<file path="src/rtl/core/spr_pkg.sv">
// ----------------------------------------------------------------------------
// spr_pkg
// Shared types and constants of the servo bus packet receiver.
// ----------------------------------------------------------------------------
`default_nettype none

package spr_pkg;

  localparam int unsigned TimeoutW  = 16;
  localparam int unsigned MaxFrameW = 9;
  localparam int unsigned CfgDataW  = 16;

  localparam logic [TimeoutW-1:0]  TimeoutReset  = 16'd10;
  localparam logic [MaxFrameW-1:0] MaxFrameReset = 9'd64;

  localparam logic [7:0] HeaderByte = 8'hFF;

  typedef enum logic {
    CfgTimeout  = 1'b0,
    CfgMaxFrame = 1'b1
  } cfg_index_e;

  typedef enum logic {
    CmdByte = 1'b0,
    CmdTick = 1'b1
  } command_e;

  typedef enum logic [1:0] {
    KindParam    = 2'd0,
    KindDone     = 2'd1,
    KindTimeout  = 2'd2,
    KindOverflow = 2'd3
  } kind_e;

  typedef enum logic [2:0] {
    PhHunt1 = 3'd0,
    PhHunt2 = 3'd1,
    PhId    = 3'd2,
    PhLen   = 3'd3,
    PhInstr = 3'd4,
    PhParam = 3'd5,
    PhCheck = 3'd6
  } phase_e;

  typedef struct packed {
    logic                 valid;
    kind_e                kind;
    logic [7:0]           servo_id;
    logic [7:0]           instruction;
    logic [7:0]           param_index;
    logic [7:0]           param_byte;
    logic [7:0]           param_count;
    logic                 checksum_ok;
    logic [MaxFrameW-1:0] frame_bytes;
  } result_t;

endpackage

`default_nettype wire

</file>
<file path="src/rtl/core/spr_parser.sv">
// ----------------------------------------------------------------------------
// spr_parser
// Frame state, checksum and timers; produces at most one result per item.
// ----------------------------------------------------------------------------
`default_nettype none

module spr_parser (
  input  wire logic                          clk_i,
  input  wire logic                          rst_ni,
  input  wire logic                          item_valid_i,
  input  wire logic                          command_i,
  input  wire logic [7:0]                    data_byte_i,
  input  wire logic [spr_pkg::TimeoutW-1:0]  timeout_ticks_i,
  input  wire logic [spr_pkg::MaxFrameW-1:0] max_frame_bytes_i,
  output spr_pkg::result_t                   res_o
);

  spr_pkg::phase_e                 phase_q, phase_d;
  logic [spr_pkg::MaxFrameW-1:0]   byte_count_q, byte_count_d;
  logic [7:0]                      frame_length_q, frame_length_d;
  logic [7:0]                      frame_id_q, frame_id_d;
  logic [7:0]                      frame_instr_q, frame_instr_d;
  logic [7:0]                      running_sum_q, running_sum_d;
  logic [spr_pkg::TimeoutW-1:0]    idle_ticks_q, idle_ticks_d;

  logic [spr_pkg::TimeoutW-1:0]    idle_inc;
  logic [spr_pkg::MaxFrameW-1:0]   count_inc;
  logic [9:0]                      last_pos;
  logic                            last_param;
  logic [7:0]                      param_count;
  logic                            go_hunt;

  assign idle_inc    = idle_ticks_q + 16'd1;
  assign count_inc   = byte_count_q + 9'd1;
  assign last_pos    = {2'b00, frame_length_q} + 10'd3;
  assign last_param  = {1'b0, count_inc} >= last_pos;
  assign param_count = (frame_length_q >= 8'd2) ? frame_length_q - 8'd2 : 8'd0;

  always_comb begin
    phase_d        = phase_q;
    byte_count_d   = byte_count_q;
    frame_length_d = frame_length_q;
    frame_id_d     = frame_id_q;
    frame_instr_d  = frame_instr_q;
    running_sum_d  = running_sum_q;
    idle_ticks_d   = idle_ticks_q;
    go_hunt        = 1'b0;
    res_o          = '0;
    res_o.kind     = spr_pkg::KindParam;

    if (item_valid_i) begin
      if (command_i == spr_pkg::CmdTick) begin
        if (idle_inc >= timeout_ticks_i || idle_inc == '0) begin
          idle_ticks_d = '0;
          go_hunt      = 1'b1;
          res_o.valid  = 1'b1;
          res_o.kind   = spr_pkg::KindTimeout;
        end else begin
          idle_ticks_d = idle_inc;
        end
      end else begin
        idle_ticks_d = '0;
        byte_count_d = count_inc;
        if (count_inc > max_frame_bytes_i) begin
          go_hunt     = 1'b1;
          res_o.valid = 1'b1;
          res_o.kind  = spr_pkg::KindOverflow;
        end else begin
          case (phase_q)
            spr_pkg::PhHunt2: begin
              if (data_byte_i == spr_pkg::HeaderByte) begin
                phase_d = spr_pkg::PhId;
              end else begin
                go_hunt = 1'b1;
              end
            end
            spr_pkg::PhId: begin
              frame_id_d    = data_byte_i;
              running_sum_d = data_byte_i;
              phase_d       = spr_pkg::PhLen;
            end
            spr_pkg::PhLen: begin
              frame_length_d = data_byte_i;
              running_sum_d  = running_sum_q + data_byte_i;
              phase_d        = spr_pkg::PhInstr;
            end
            spr_pkg::PhInstr: begin
              frame_instr_d = data_byte_i;
              running_sum_d = running_sum_q + data_byte_i;
              phase_d       = last_param ? spr_pkg::PhCheck : spr_pkg::PhParam;
            end
            spr_pkg::PhParam: begin
              running_sum_d     = running_sum_q + data_byte_i;
              if (last_param) begin
                phase_d = spr_pkg::PhCheck;
              end
              res_o.valid       = 1'b1;
              res_o.kind        = spr_pkg::KindParam;
              res_o.servo_id    = frame_id_q;
              res_o.instruction = frame_instr_q;
              res_o.param_index = count_inc[7:0] - 8'd6;
              res_o.param_byte  = data_byte_i;
              res_o.param_count = param_count;
            end
            spr_pkg::PhCheck: begin
              go_hunt           = 1'b1;
              res_o.valid       = 1'b1;
              res_o.kind        = spr_pkg::KindDone;
              res_o.servo_id    = frame_id_q;
              res_o.instruction = frame_instr_q;
              res_o.param_count = param_count;
              res_o.checksum_ok = (~running_sum_q == data_byte_i);
              res_o.frame_bytes = count_inc;
            end
            default: begin
              if (data_byte_i == spr_pkg::HeaderByte) begin
                phase_d = spr_pkg::PhHunt2;
              end else begin
                go_hunt = 1'b1;
              end
            end
          endcase
        end
      end
    end

    if (go_hunt) begin
      phase_d        = spr_pkg::PhHunt1;
      byte_count_d   = '0;
      frame_length_d = '0;
      frame_id_d     = '0;
      frame_instr_d  = '0;
      running_sum_d  = '0;
    end
  end

  always_ff @(posedge clk_i or negedge rst_ni) begin
    if (!rst_ni) begin
      phase_q        <= spr_pkg::PhHunt1;
      byte_count_q   <= '0;
      frame_length_q <= '0;
      frame_id_q     <= '0;
      frame_instr_q  <= '0;
      running_sum_q  <= '0;
      idle_ticks_q   <= '0;
    end else begin
      phase_q        <= phase_d;
      byte_count_q   <= byte_count_d;
      frame_length_q <= frame_length_d;
      frame_id_q     <= frame_id_d;
      frame_instr_q  <= frame_instr_d;
      running_sum_q  <= running_sum_d;
      idle_ticks_q   <= idle_ticks_d;
    end
  end

  a_error_rehunts: assert property (@(posedge clk_i) disable iff (!rst_ni)
    res_o.valid && (res_o.kind == spr_pkg::KindTimeout ||
                    res_o.kind == spr_pkg::KindOverflow)
    |=> phase_q == spr_pkg::PhHunt1 && byte_count_q == '0)
    else $error("error result did not return the parser to hunting");

  a_byte_clears_idle: assert property (@(posedge clk_i) disable iff (!rst_ni)
    item_valid_i && command_i == spr_pkg::CmdByte |=> idle_ticks_q == '0)
    else $error("received byte did not clear the idle tick count");

  a_param_phase: assert property (@(posedge clk_i) disable iff (!rst_ni)
    res_o.valid && res_o.kind == spr_pkg::KindParam |-> phase_q == spr_pkg::PhParam)
    else $error("parameter result outside the parameter phase");

  a_done_rehunts: assert property (@(posedge clk_i) disable iff (!rst_ni)
    res_o.valid && res_o.kind == spr_pkg::KindDone
    |=> phase_q == spr_pkg::PhHunt1 && running_sum_q == '0)
    else $error("completed frame did not return the parser to hunting");

endmodule

`default_nettype wire

</file>
<file path="src/rtl/core/servo_packet_receiver_unit.sv">
// ----------------------------------------------------------------------------
// servo_packet_receiver_unit
// Parses half-duplex servo bus frames from a stream of bytes and time ticks.
// ----------------------------------------------------------------------------
//  Channel   Direction  Handshake             Payload
//  in        sink       in_valid/in_ready     command, data_byte
//  out       source     out_valid/out_ready   kind, servo_id, instruction,
//                                             param_index, param_byte,
//                                             param_count, checksum_ok,
//                                             frame_bytes
//  cfg       sink       cfg_valid/cfg_ready   cfg_index, cfg_data
//
// One transaction is taken per cycle unless a stalled output blocks input.
// The input register and the result register each hold one transaction, and
// the parser state is updated in a single pass between them.
// A stalled output holds the input register, which then blocks new input.
// Reset returns to hunting with the default timeout and frame size limit.
// Configuration writes are always ready.
// ----------------------------------------------------------------------------
`default_nettype none

module servo_packet_receiver_unit (
  input  wire logic        clk_i,
  input  wire logic        rst_ni,
  input  wire logic        in_valid_i,
  output logic             in_ready_o,
  input  wire logic        command_i,
  input  wire logic [7:0]  data_byte_i,
  output logic             out_valid_o,
  input  wire logic        out_ready_i,
  output logic [1:0]       kind_o,
  output logic [7:0]       servo_id_o,
  output logic [7:0]       instruction_o,
  output logic [7:0]       param_index_o,
  output logic [7:0]       param_byte_o,
  output logic [7:0]       param_count_o,
  output logic             checksum_ok_o,
  output logic [8:0]       frame_bytes_o,
  input  wire logic        cfg_valid_i,
  output logic             cfg_ready_o,
  input  wire logic        cfg_index_i,
  input  wire logic [15:0] cfg_data_i
);

  logic                            in_valid_q;
  logic                            command_q;
  logic [7:0]                      data_byte_q;
  logic                            proc_fire;
  logic [spr_pkg::TimeoutW-1:0]    timeout_ticks_q;
  logic [spr_pkg::MaxFrameW-1:0]   max_frame_bytes_q;
  spr_pkg::result_t                res;
  spr_pkg::result_t                out_q;

  assign proc_fire   = in_valid_q && (!out_q.valid || out_ready_i);
  assign in_ready_o  = !in_valid_q || proc_fire;
  assign cfg_ready_o = 1'b1;

  always_ff @(posedge clk_i or negedge rst_ni) begin
    if (!rst_ni) begin
      timeout_ticks_q   <= spr_pkg::TimeoutReset;
      max_frame_bytes_q <= spr_pkg::MaxFrameReset;
    end else if (cfg_valid_i) begin
      case (cfg_index_i)
        spr_pkg::CfgTimeout: begin
          timeout_ticks_q <= cfg_data_i;
        end
        spr_pkg::CfgMaxFrame: begin
          max_frame_bytes_q <= cfg_data_i[spr_pkg::MaxFrameW-1:0];
        end
        default: begin
          timeout_ticks_q <= timeout_ticks_q;
        end
      endcase
    end
  end

  always_ff @(posedge clk_i or negedge rst_ni) begin
    if (!rst_ni) begin
      in_valid_q <= 1'b0;
    end else if (in_ready_o) begin
      in_valid_q <= in_valid_i;
    end
  end

  always_ff @(posedge clk_i) begin
    if (in_valid_i && in_ready_o) begin
      command_q   <= command_i;
      data_byte_q <= data_byte_i;
    end
  end

  spr_parser u_parser (
    .clk_i             (clk_i),
    .rst_ni            (rst_ni),
    .item_valid_i      (proc_fire),
    .command_i         (command_q),
    .data_byte_i       (data_byte_q),
    .timeout_ticks_i   (timeout_ticks_q),
    .max_frame_bytes_i (max_frame_bytes_q),
    .res_o             (res)
  );

  always_ff @(posedge clk_i or negedge rst_ni) begin
    if (!rst_ni) begin
      out_q <= '0;
    end else if (proc_fire) begin
      out_q <= res;
    end else if (out_ready_i) begin
      out_q.valid <= 1'b0;
    end
  end

  assign out_valid_o   = out_q.valid;
  assign kind_o        = out_q.kind;
  assign servo_id_o    = out_q.servo_id;
  assign instruction_o = out_q.instruction;
  assign param_index_o = out_q.param_index;
  assign param_byte_o  = out_q.param_byte;
  assign param_count_o = out_q.param_count;
  assign checksum_ok_o = out_q.checksum_ok;
  assign frame_bytes_o = out_q.frame_bytes;

  a_stalled_item_held: assert property (@(posedge clk_i) disable iff (!rst_ni)
    in_valid_q && out_q.valid && !out_ready_i
    |=> in_valid_q && $stable(data_byte_q) && $stable(command_q))
    else $error("pending transaction lost while the output was stalled");

  a_result_lands: assert property (@(posedge clk_i) disable iff (!rst_ni)
    proc_fire && res.valid |=> out_q.valid)
    else $error("parser result was not captured in the result register");

  a_no_overwrite: assert property (@(posedge clk_i) disable iff (!rst_ni)
    out_q.valid && !out_ready_i |-> !proc_fire)
    else $error("parser advanced while the result register was full");

endmodule

`default_nettype wire

</file>
<file path="config.mk">
export PLATFORM = sky130hd
export DESIGN_NAME = servo_packet_receiver_unit
export DESIGN_NICKNAME = d
export VERILOG_FILES = /design/src/rtl/core/spr_pkg.sv /design/src/rtl/core/spr_parser.sv /design/src/rtl/core/servo_packet_receiver_unit.sv
export SDC_FILE = /design/constraint.sdc
export NUM_CORES = 1
export LEC_CHECK = 0
export BUFFER_PORTS_ARGS = -buffer_cell sky130_fd_sc_hd__buf_2
export CAP_MARGIN = 5
export CORE_MARGIN = 3
export CORE_UTILIZATION = 59
export CTS_CLUSTER_SIZE = 12
export DETAILED_ROUTE_END_ITERATION = 10
export GPL_ROUTABILITY_DRIVEN = 0
export PLACE_DENSITY = 0.88
export RECOVER_POWER = 100
export SETUP_SLACK_MARGIN = 0.15
export SKIP_LAST_GASP = 1
export SLEW_MARGIN = 5
export SYNTH_ARGS = -nofsm -noshare
export SYNTH_HDL_FRONTEND = slang
export SYNTH_SLANG_ARGS = --single-unit
</file>
<file path="constraint.sdc">
create_clock -name clk_i -period 4.4 [get_ports clk_i]
set_input_delay 0.88 -clock clk_i [delete_from_list [all_inputs] [get_ports clk_i]]
set_output_delay 0.88 -clock clk_i [all_outputs]
set_load 0.01 [all_outputs]
</file>
Yosys cells after proc, flatten, opt, wreduce, memory -nomap -nowiden --
Cells that the tools add are included.
Cells by class: bitwise gates (word level) 2, multiplexer cells 52, eq/ne operators 13, $add $sub $neg 6, order comparisons 4, reductions and logical operators 26
Operators with widths (number):
- $mux 8 | 21
- $mux 50 | 2
- $mux 16 | 3
- $pmux 19 s2 | 1
- $mux 3 | 10
- $mux 9 | 3
- $pmux 3 s6 | 1
- $add 16x1->16 const B | 1
- $ge 16x16->1 | 1
- $logic_not 16->1 | 1
- $pmux 8 s2 | 1
- $reduce_and 4->1 | 4
- $ge 9x10->1 | 1
- $mux 10 | 1
- $reduce_bool 2->1 | 5
- $add 8x2->9 const B | 1
- $add 9x1->9 const B | 1
- $eq 3x3->1 const B | 3
- $gt 9x9->1 | 1
- $add 8x8->8 | 1
- $eq 8x8->1 | 1
- $eq 8x8->1 const B | 1
- $ge 8x2->1 const B | 1
- $not 8->8 | 1
- other kinds (20) | 36
Storage, ports and cells: register bits after elaboration 148, output and inout bits 55, input bits 31

Logic depth before layout (Yosys ltp) --
Gate-level depths: netlist of run 1.
depth in word-level cells 8, gate-level depth with buffers 15, mapped depth without buffers 14

Hierarchy --
A second synthesis of run 1 with hierarchy kept.
Second synthesis, totals: cells, all modules 811, area total of the unflattened synthesis 8859.7 µm²
By module, submodules not included:
- spr_parser | cells each 627, instances 1, area each 5363.9 µm², sequential area each 1501.4 µm²
- servo_packet_receiver_unit | cells each 184, instances 1, area each 3495.9 µm², sequential area each 2250.9 µm²

Least setup slack after synthesis of run 1 --
Ideal clock, no wire load.
path type reg-to-reg, start point register u_parser.byte_count_q[0] (netlist name), end point register u_parser.frame_instr_q[1], clock period less this slack 3.518 ns, arrival 3.399 ns, data required time 4.281 ns, path buffers 2, stages on the path, launching flop included 16, path slack 0.882 ns, path through dfrtp_1 ha_1 nand3_1 nor2_1 nand3_1 xnor2_1 ha_1 and4_1 or3b_1 a211oi_2 nand2_1 buf_2 or3_1 buf_6 mux2i_1 nor2_1
Between the ends: cells in the longest elaborated chain, start to end 7, elaborated cells on any way between the ends 11
Ends and longest elaborated chain:
- from (decl) | line spr_parser.sv:19 | logic [spr_pkg::MaxFrameW-1:0] byte_count_q, byte_count_d;
- from (signal assigned) | line spr_parser.sv:148 | byte_count_q <= byte_count_d;
- $add 9x1->9 (*) | line spr_parser.sv:34 | assign count_inc = byte_count_q + 9'd1;
- $gt 9x9->1 (*) | line spr_parser.sv:64 | if (count_inc > max_frame_bytes_i) begin
- $mux 1 | line spr_parser.sv:64
- $mux 1 | line spr_parser.sv:52 | if (command_i == spr_pkg::CmdTick) begin
- $mux 1 | line spr_parser.sv:51 | if (item_valid_i) begin
- $ne 2x1->1 (no source line) or $reduce_bool 2->1 (tied branches)
- $reduce_and 4->1 (no source line)
- to (signal assigned) | line spr_parser.sv:151 | frame_instr_q <= frame_instr_d;
- to (decl) | line spr_parser.sv:22 | logic [7:0] frame_instr_q, frame_instr_d;
Mark *: on every way between the ends. The rest lies on a longest branch, timed or not. A chain may end at the register's enable or synchronous reset.

Final worst setup path of run 1 --
start point register u_parser.byte_count_q[0] (netlist name), end point register u_parser.frame_id_q[0]
Between the ends: cells in the longest elaborated chain, start to end 7, elaborated cells on any way between the ends 11
Ends and longest elaborated chain:
- $add 9x1->9 (*) | line spr_parser.sv:34
- $gt 9x9->1 (*) | line spr_parser.sv:64
- $mux 1 | line spr_parser.sv:64
- $mux 1 | line spr_parser.sv:52
- $mux 1 | line spr_parser.sv:51
- $ne 2x1->1 (no source line) or $reduce_bool 2->1 (tied branches)
- $reduce_and 4->1 (no source line)
- to (signal assigned) | line spr_parser.sv:150 | frame_id_q <= frame_id_d;
- to (decl) | line spr_parser.sv:21 | logic [7:0] frame_id_q, frame_id_d;
Marked as above.

==> results of run 1 <==
-- metal layers --
layer  wire, um  share of wire, %
met1       8300                45
met2       8490                46
met3       1340               7.2
met4        369               2.0
met5          0                 0
-- kinds of logic (layout without fill, tap and decap cells) --
kind of cell / Yosys count / after routing
AND/OR/NAND/NOR: 241 / 241
XOR/XNOR: 52 / 52
buffers and inverters: 77 / 172
multiplexers: 44 / 44
adder cells (fa/ha/maj): 51 / 51
AO/OA/AOI/OAI: 159 / 159
other: 1 / 1
flip-flops: 148 / 148
-- stage by stage --
step                      util, %  area (um2)  total power [mW]
after global routing         69.8        8990              3.64
after global placement       66.1        8510              1.99
after floorplan                 -        7930              1.85
final                        69.8        8990              3.49
after CTS                    70.9        9130              3.51
after detailed placement     66.1        8510              2.01
-- layout by cell type, fill, tap and decap left out, types with 5 or more instances in the layout --
cell       instances
nor2b_1            5
mux2_2            12
o31ai_1            5
nand3_1           16
buf_4              8
nand2b_1           7
a22o_1            44
ha_1              50
edfxtp_1           9
nor2_1            77
xnor2_1           31
nand2_1           79
nor3_1            11
nand4_1           13
a211oi_1           9
o21ai_0           51
a21o_1             6
inv_1             39
clkbuf_1          64
buf_2             28
xor2_1            21
a21oi_1           16
clkbuf_16         17
or3_1              5
mux2i_1           32
dfrtp_1          136
-- critical path: stages, from the launching register on --
cell,delay (ns)
dfrtp_1,0.48
ha_1,0.25
nand3_1,0.15
nor2_1,0.29
xnor2_1,0.24
inv_1,0.13
ha_1,0.31
and4_1,0.22
or3b_1,0.40
a211oi_2,0.31
nand2_1,0.13
or3_1,0.62
mux2i_1,0.27
nor2_1,0.07
-- where the power goes --
| group | internal [mW] | total [mW] | switching [mW] |
|---|---|---|---|
| logic | 0.187 | 0.478 | 0.291 |
| registers | 1.44 | 1.51 | 0.0722 |
| clock network | 0.944 | 1.50 | 0.554 |
-- worst paths after layout --
check	from	endpoint	slack, ns	cells past startpoint
worst max-delay path	u_parser.byte_count_q[0]$_DFFE_PN0P_	u_parser.frame_id_q[0]$_DFFE_PN0P_	0.38	13
worst min-delay path	param_count_o[6]$_DFFE_PN0P_	param_count_o[6]$_DFFE_PN0P_	0.49	2
worst max register to register	u_parser.byte_count_q[0]$_DFFE_PN0P_	u_parser.frame_id_q[0]$_DFFE_PN0P_	0.38	13
worst min register to register	param_count_o[6]$_DFFE_PN0P_	param_count_o[6]$_DFFE_PN0P_	0.49	2
max in group asynchronous	rst_ni	u_parser.frame_id_q[7]$_DFFE_PN0P_	1.30	2
min in group asynchronous	rst_ni	timeout_ticks_q[10]$_DFFE_PN0P_	1.26	1
-- state kept, by name (all words and copies together) (netlist names), 9 cells and up --
name                   cells
timeout_ticks_q           16
u_parser.idle_ticks_q     16
frame_bytes_o              9
max_frame_bytes_q          9
u_parser.byte_count_q      9
-- area by class of cell --
type	count	area, um2	share of cell area [%]
clock buffers	18	429	4.78
clock inverters	14	186	2.07
inverters	39	146	1.63
well taps	172	215	2.39
repair buffers	101	447	4.97
multi-input cells	548	3810	42.4
flip-flops and latches	148	3750	41.8
==> results.json, run 1 <==
{
  "grt_pass1_wl_mm": 30.7,
  "avgSynthCellArea_um2": 10.3,
  "ys_async_sr_fraction_pct": 93.9,
  "dp_hpwl_mm": 12.7,
  "diodes": 0,
  "synth_area_leader_cell": "dfrtp_1",
  "route.detailed.drc": 0,
  "grt.overflow.total": 0,
  "min_period_ns": 4.02,
  "nFillCells": 913,
  "layout.nets": 937,
  "start_util_pct": 61.5,
  "synth.most_common_cell": "dfrtp_1",
  "fin_ws_ns": 0.385,
  "tightest_slew_ns": 2.59,
  "clock-sinks": 148,
  "post-place-ws_ns": 0.465,
  "cts_buffers": 17,
  "top_usage_layer": "met2",
  "synth_cells": 773,
  "ys_seq_elements": 148,
  "synth_xor_area_share_pct": 5.75,
  "peakVddDrop_uv": 419,
  "die_h_um": 122,
  "synth_commonest_cells": "136 x dfrtp_1, 80 x nand2_1, 76 x nor2_1",
  "dr.pass1.iters": 5,
  "power.leakage_nw": 4.45,
  "slew_headroom_pct": -72.5,
  "clock_path_buffers": 2,
  "required_ns": 4.70,
  "core_area_um2": 12900,
  "fmax_mhz": 249,
  "yosys.area_share.simple_pct": 14.4,
  "cts_setup_buffers": 0,
  "grtUsageTotal_pct": 26.2,
  "clkLatencyLatePin_ns": 0.42,
  "wl_per_cell_um": 17.8,
  "ant_nets": 0,
  "cp-end-kind": "register",
  "cp.arrival_ns": 4.31,
  "setup_tns_ns": 0,
  "cts_max_level": 4,
  "cts_root_buffer": "clkbuf_16",
  "fin_worst_skew_ns": 0.00964,
  "hold_slack_ns": 0.486,
  "die_w_um": 122,
  "drt-initial-drc-count": 664,
  "use_met3_pct": 6.64,
  "viasPerCell": 6.01,
  "finalMaxSlewViolations": 109,
  "synthFlopType": "dfrtp_1",
  "grt_max_degree": 109,
  "startpoint_type": "register",
  "criticalPathCategory": "register to register",
  "critPathMaxFanout": 9,
  "synth_adder_area_share_pct": 8.15,
  "ys_seq_area_share_pct": 47.3,
  "maxCapViolCount": 1,
  "synth_mux_area_share_pct": 5.75,
  "placed_cells": 1008,
  "cts_tree": "yes",
  "globalRouteMet1Util_pct": 36.3,
  "layout.cells.non_filler": 1040,
  "synth_area_um2": 7930,
  "grt_pass1_vias": 6126,
  "synth_top_family_by_area": "simple AND/OR/NAND/NOR gates",
  "period_share_pct": 91.3,
  "synth-edff-count": 9,
  "violations": "max-capacitance violations, max-slew violations",
  "antenna_found_initial": 0,
  "hold_path.class": "register to register",
  "yosys.area.top_type_share_pct": 42.9,
  "hold_viol": 0,
  "syn_to_final_growth_pct": 13.4,
  "rows": 41,
  "routed_wirelength_mm": 18.5,
  "syn_nets": 855,
  "die_area_um2": 14900,
  "synth_area_leaders": "dfrtp_1 43%, ha_1 7.9%, a22o_1 4.9%",
  "layout-drive-gt1-share_pct": 10.6,
  "synth_compound_area_share_pct": 14.4,
  "cts_resized": 0,
  "io-pin-count": 86,
  "setup_viol": 0,
  "ctsHoldBuffers": 0,
  "yosysWarningCount": 0,
  "port_buffers": 84,
  "met2_usage_pct": 40.4,
  "routed-via-count": 6253,
  "ys_types": 66,
  "p_per_area_nw_per_um2": 388,
  "clk_pin_slew_ns": 0.06,
  "status": "finished, violations left",
  "rsz0062_at_grt": "no"
}
(Power assumes the default switching activity.)
==> run 2, diff against run 1 <==
--- a/config.mk
+++ b/config.mk
@@ -8,11 +8,12 @@
 export BUFFER_PORTS_ARGS = -buffer_cell sky130_fd_sc_hd__buf_2
 export CAP_MARGIN = 5
 export CORE_MARGIN = 3
-export CORE_UTILIZATION = 59
+export CORE_UTILIZATION = 55
+export CTS_BUF_LIST = sky130_fd_sc_hd__clkbuf_8
 export CTS_CLUSTER_SIZE = 12
 export DETAILED_ROUTE_END_ITERATION = 10
 export GPL_ROUTABILITY_DRIVEN = 0
-export PLACE_DENSITY = 0.88
+export PLACE_DENSITY = 0.86
 export RECOVER_POWER = 100
 export SETUP_SLACK_MARGIN = 0.15
 export SKIP_LAST_GASP = 1
==> constraint.sdc (replaced) <==
create_clock -name clk_i -period 3.4 [get_ports clk_i]
set_input_delay 0.68 -clock clk_i [delete_from_list [all_inputs] [get_ports clk_i]]
set_output_delay 0.68 -clock clk_i [all_outputs]
set_load 0.01 [all_outputs]
==> run 2 against run 1 <==
Critical endpoint is now param_index_o[1]$_DFFE_PN0P_; the run still ends with max-capacitance violations, max-slew violations left; count of clock-buffer cells in the layout shrank 1; sequential power grew 30%; power grew 20%.
==> results.json, run 2 (same netlist as run 1, synthesis figures left out) <==
{
  "timing.rr.start": "u_parser.byte_count_q[1]$_DFFE_PN0P_",
  "drt-initial-drc-count": 603,
  "slew_headroom_pct": -32.4,
  "status": "finished, violations left",
  "globalRouteMet1Util_pct": 33.5,
  "path_cells": "ha_4 > nand3_4 > nor2_4 > nand3_2 > xnor2_2 > ha_1 > and4_1 > or3b_4 > a211oi_4 > nand2_2 > buf_4 > buf_6 > buf_6 > buf_4 > o31ai_4",
  "final_cell_mix": "128 x dfrtp_1, 78 x nand2_1, 71 x nor2_1",
  "p_per_area_nw_per_um2": 436,
  "period_share_pct": 99.0,
  "die_h_um": 126,
  "finalMaxSlewViolations": 78,
  "wl_per_cell_um": 18.9,
  "cts_tree": "yes",
  "hold_start": "data_byte_i[7]",
  "grt.overflow.total": 0,
  "antenna_found_initial": 0,
  "maxCapViolCount": 1,
  "multi_input_area_um2": 4140,
  "core_area_um2": 14000,
  "setup_viol": 0,
  "required_ns": 3.78,
  "clock_path_buffers": 2,
  "port_buffers": 84,
  "critPathMaxFanout": 5,
  "io-pin-count": 86,
  "criticalPathCategory": "register to register",
  "tightest_slew_ns": 1.99,
  "die_area_um2": 15900,
  "cts_buffers": 17,
  "clkLatencyLatePin_ns": 0.48,
  "rr_worst_depth": 15,
  "fin_worst_skew_ns": 0.0137,
  "min_period_ns": 3.37,
  "startpoint_type": "register",
  "r2r_slack_ns": 0.03,
  "grt_pass1_wl_mm": 31.6,
  "dp_hpwl_mm": 13.3,
  "peakVddDrop_uv": 255,
  "hold_slack_ns": 0.371,
  "diodes": 0,
  "clk_pin_slew_ns": 0.09,
  "nFillCells": 984,
  "reg_top3": "timeout_ticks_q: 16 flops, u_parser.idle_ticks_q: 16 flops",
  "ant_nets": 0,
  "hold_path.class": "input pin to register",
  "grt_max_degree": 78,
  "cts_max_level": 4,
  "routed-via-count": 6602,
  "ctsHoldBuffers": 0,
  "fmax_mhz": 297,
  "top_usage_layer": "met2",
  "seq_area_um2": 3760,
  "cp.arrival_ns": 3.75,
  "critPathSlowestCell": "dfrtp_2",
  "grt_pass1_vias": 6218,
  "power_mw": 4.17,
  "layout.nets": 990,
  "holdPathStages": 1,
  "violations": "max-capacitance violations, max-slew violations",
  "routed_wirelength_mm": 20.8,
  "grtUsageTotal_pct": 24.9,
  "cts_root_buffer": "clkbuf_8",
  "met2_usage_pct": 39.3,
  "dr.pass1.iters": 6,
  "hold_end": "data_byte_q[7]$_DFFE_PP_",
  "rows": 43,
  "clock-sinks": 148,
  "viasPerCell": 6.00,
  "cp-end-kind": "register",
  "use_met3_pct": 6.83,
  "layout-drive-gt1-share_pct": 22.3,
  "final_common_cell": "dfrtp_1",
  "route.detailed.drc": 0,
  "start_util_pct": 56.7,
  "syn_to_final_growth_pct": 20.9,
  "rsz0062_at_grt": "yes",
  "die_w_um": 126,
  "power.leakage_nw": 4.73,
  "cpPeakStageDelay_ns": 0.43,
  "r2r_end": "param_index_o[1]$_DFFE_PN0P_",
  "hold_viol": 0
}
## run 2: cell types whose count changed in the layout (fill, tap and decap cells not counted), sizes merged, moves of 2 or more
cell | previous run | this run
buf | 36 | 94
bufinv | 4 | 2
inv | 39 | 46
clkinv | 6 | 3
clkbuf | 83 | 76
## run 2: power by group
part / leakage (nW) / internal (mW) / switching [mW] / total, mW
Sequential: 1.96 / 1.87 / 0.0923 / 1.96
Clock: 0.195 / 0.667 / 0.741 / 1.41
Combinational: 2.58 / 0.344 / 0.462 / 0.805
Total: 4.73 / 2.88 / 1.29 / 4.17
## run 2: critical path, delay by kind of cell (launching register included)
kind                     cells  cell delay (ns)
AO/OA/AOI/OAI                2             0.46
flip-flops                   1             0.43
adder cells (fa/ha/maj)      2             0.46
buffers and inverters        4             0.58
AND/OR/NAND/NOR              6             1.15
XOR/XNOR                     1             0.19
## run 2: how the worst max path moves through the flow
stage | from | to | slack [ns] | cells after the start
after floorplan | u_parser.byte_count_q[0]$_DFFE_PN0P_ | u_parser.frame_instr_q[1]$_DFFE_PN0P_ | 0.18 | 15
after global placement | u_parser.byte_count_q[1]$_DFFE_PN0P_ | u_parser.frame_id_q[6]$_DFFE_PN0P_ | 0.07 | 13
after detailed placement | u_parser.byte_count_q[1]$_DFFE_PN0P_ | u_parser.frame_id_q[1]$_DFFE_PN0P_ | -0.07 | 13
after CTS | u_parser.byte_count_q[1]$_DFFE_PN0P_ | u_parser.frame_id_q[1]$_DFFE_PN0P_ | 0.12 | 13
after global routing | u_parser.byte_count_q[0]$_DFFE_PN0P_ | param_count_o[7]$_DFFE_PN0P_ | -0.11 | 15
final | u_parser.byte_count_q[1]$_DFFE_PN0P_ | param_index_o[1]$_DFFE_PN0P_ | 0.03 | 15
## run 2: cell type report
| class | count | area share, % |
|---|---|---|
| Clock buffer | 17 | 2.44 |
| Clock inverter | 15 | 1.75 |
| Tap cell | 180 | 2.35 |
| Timing Repair Buffer | 153 | 9.47 |
| Inverter | 39 | 1.53 |
| Sequential cell | 148 | 39.3 |
| Multi-Input combinational cell | 549 | 43.2 |
## run 2: layer usage
| metal | vias to the layer above | routed length, um |
|---|---|---|
| met1 | 3243 | 8610 |
| met5 | - | 0 |
| met2 | 320 | 10200 |
| met4 | 0 | 486 |
| met3 | 50 | 1550 |
| li1 | 2989 | - |
## run 2: stage by stage
stage	setup WS, ns	TNS [ns]	util, %	area (um2)	cells
finish	0.0348	0	68.5	9580	1101
global route	-0.113	-1.07	68.5	9580	1101
CTS	0.118	0	66.5	9300	1077
detailed placement	-0.0698	-0.488	62.7	8780	1037
global placement	0.0711	0	62.7	8780	1037
floorplan	0.179	0	-	8000	773
## run 2: repair_timing
action,4_1_cts,5_1_grt
buffers inserted,7,23
cloned,1,1
resized for setup,20,52
endpoints found under the setup margin,70,106
pin swaps,9,26
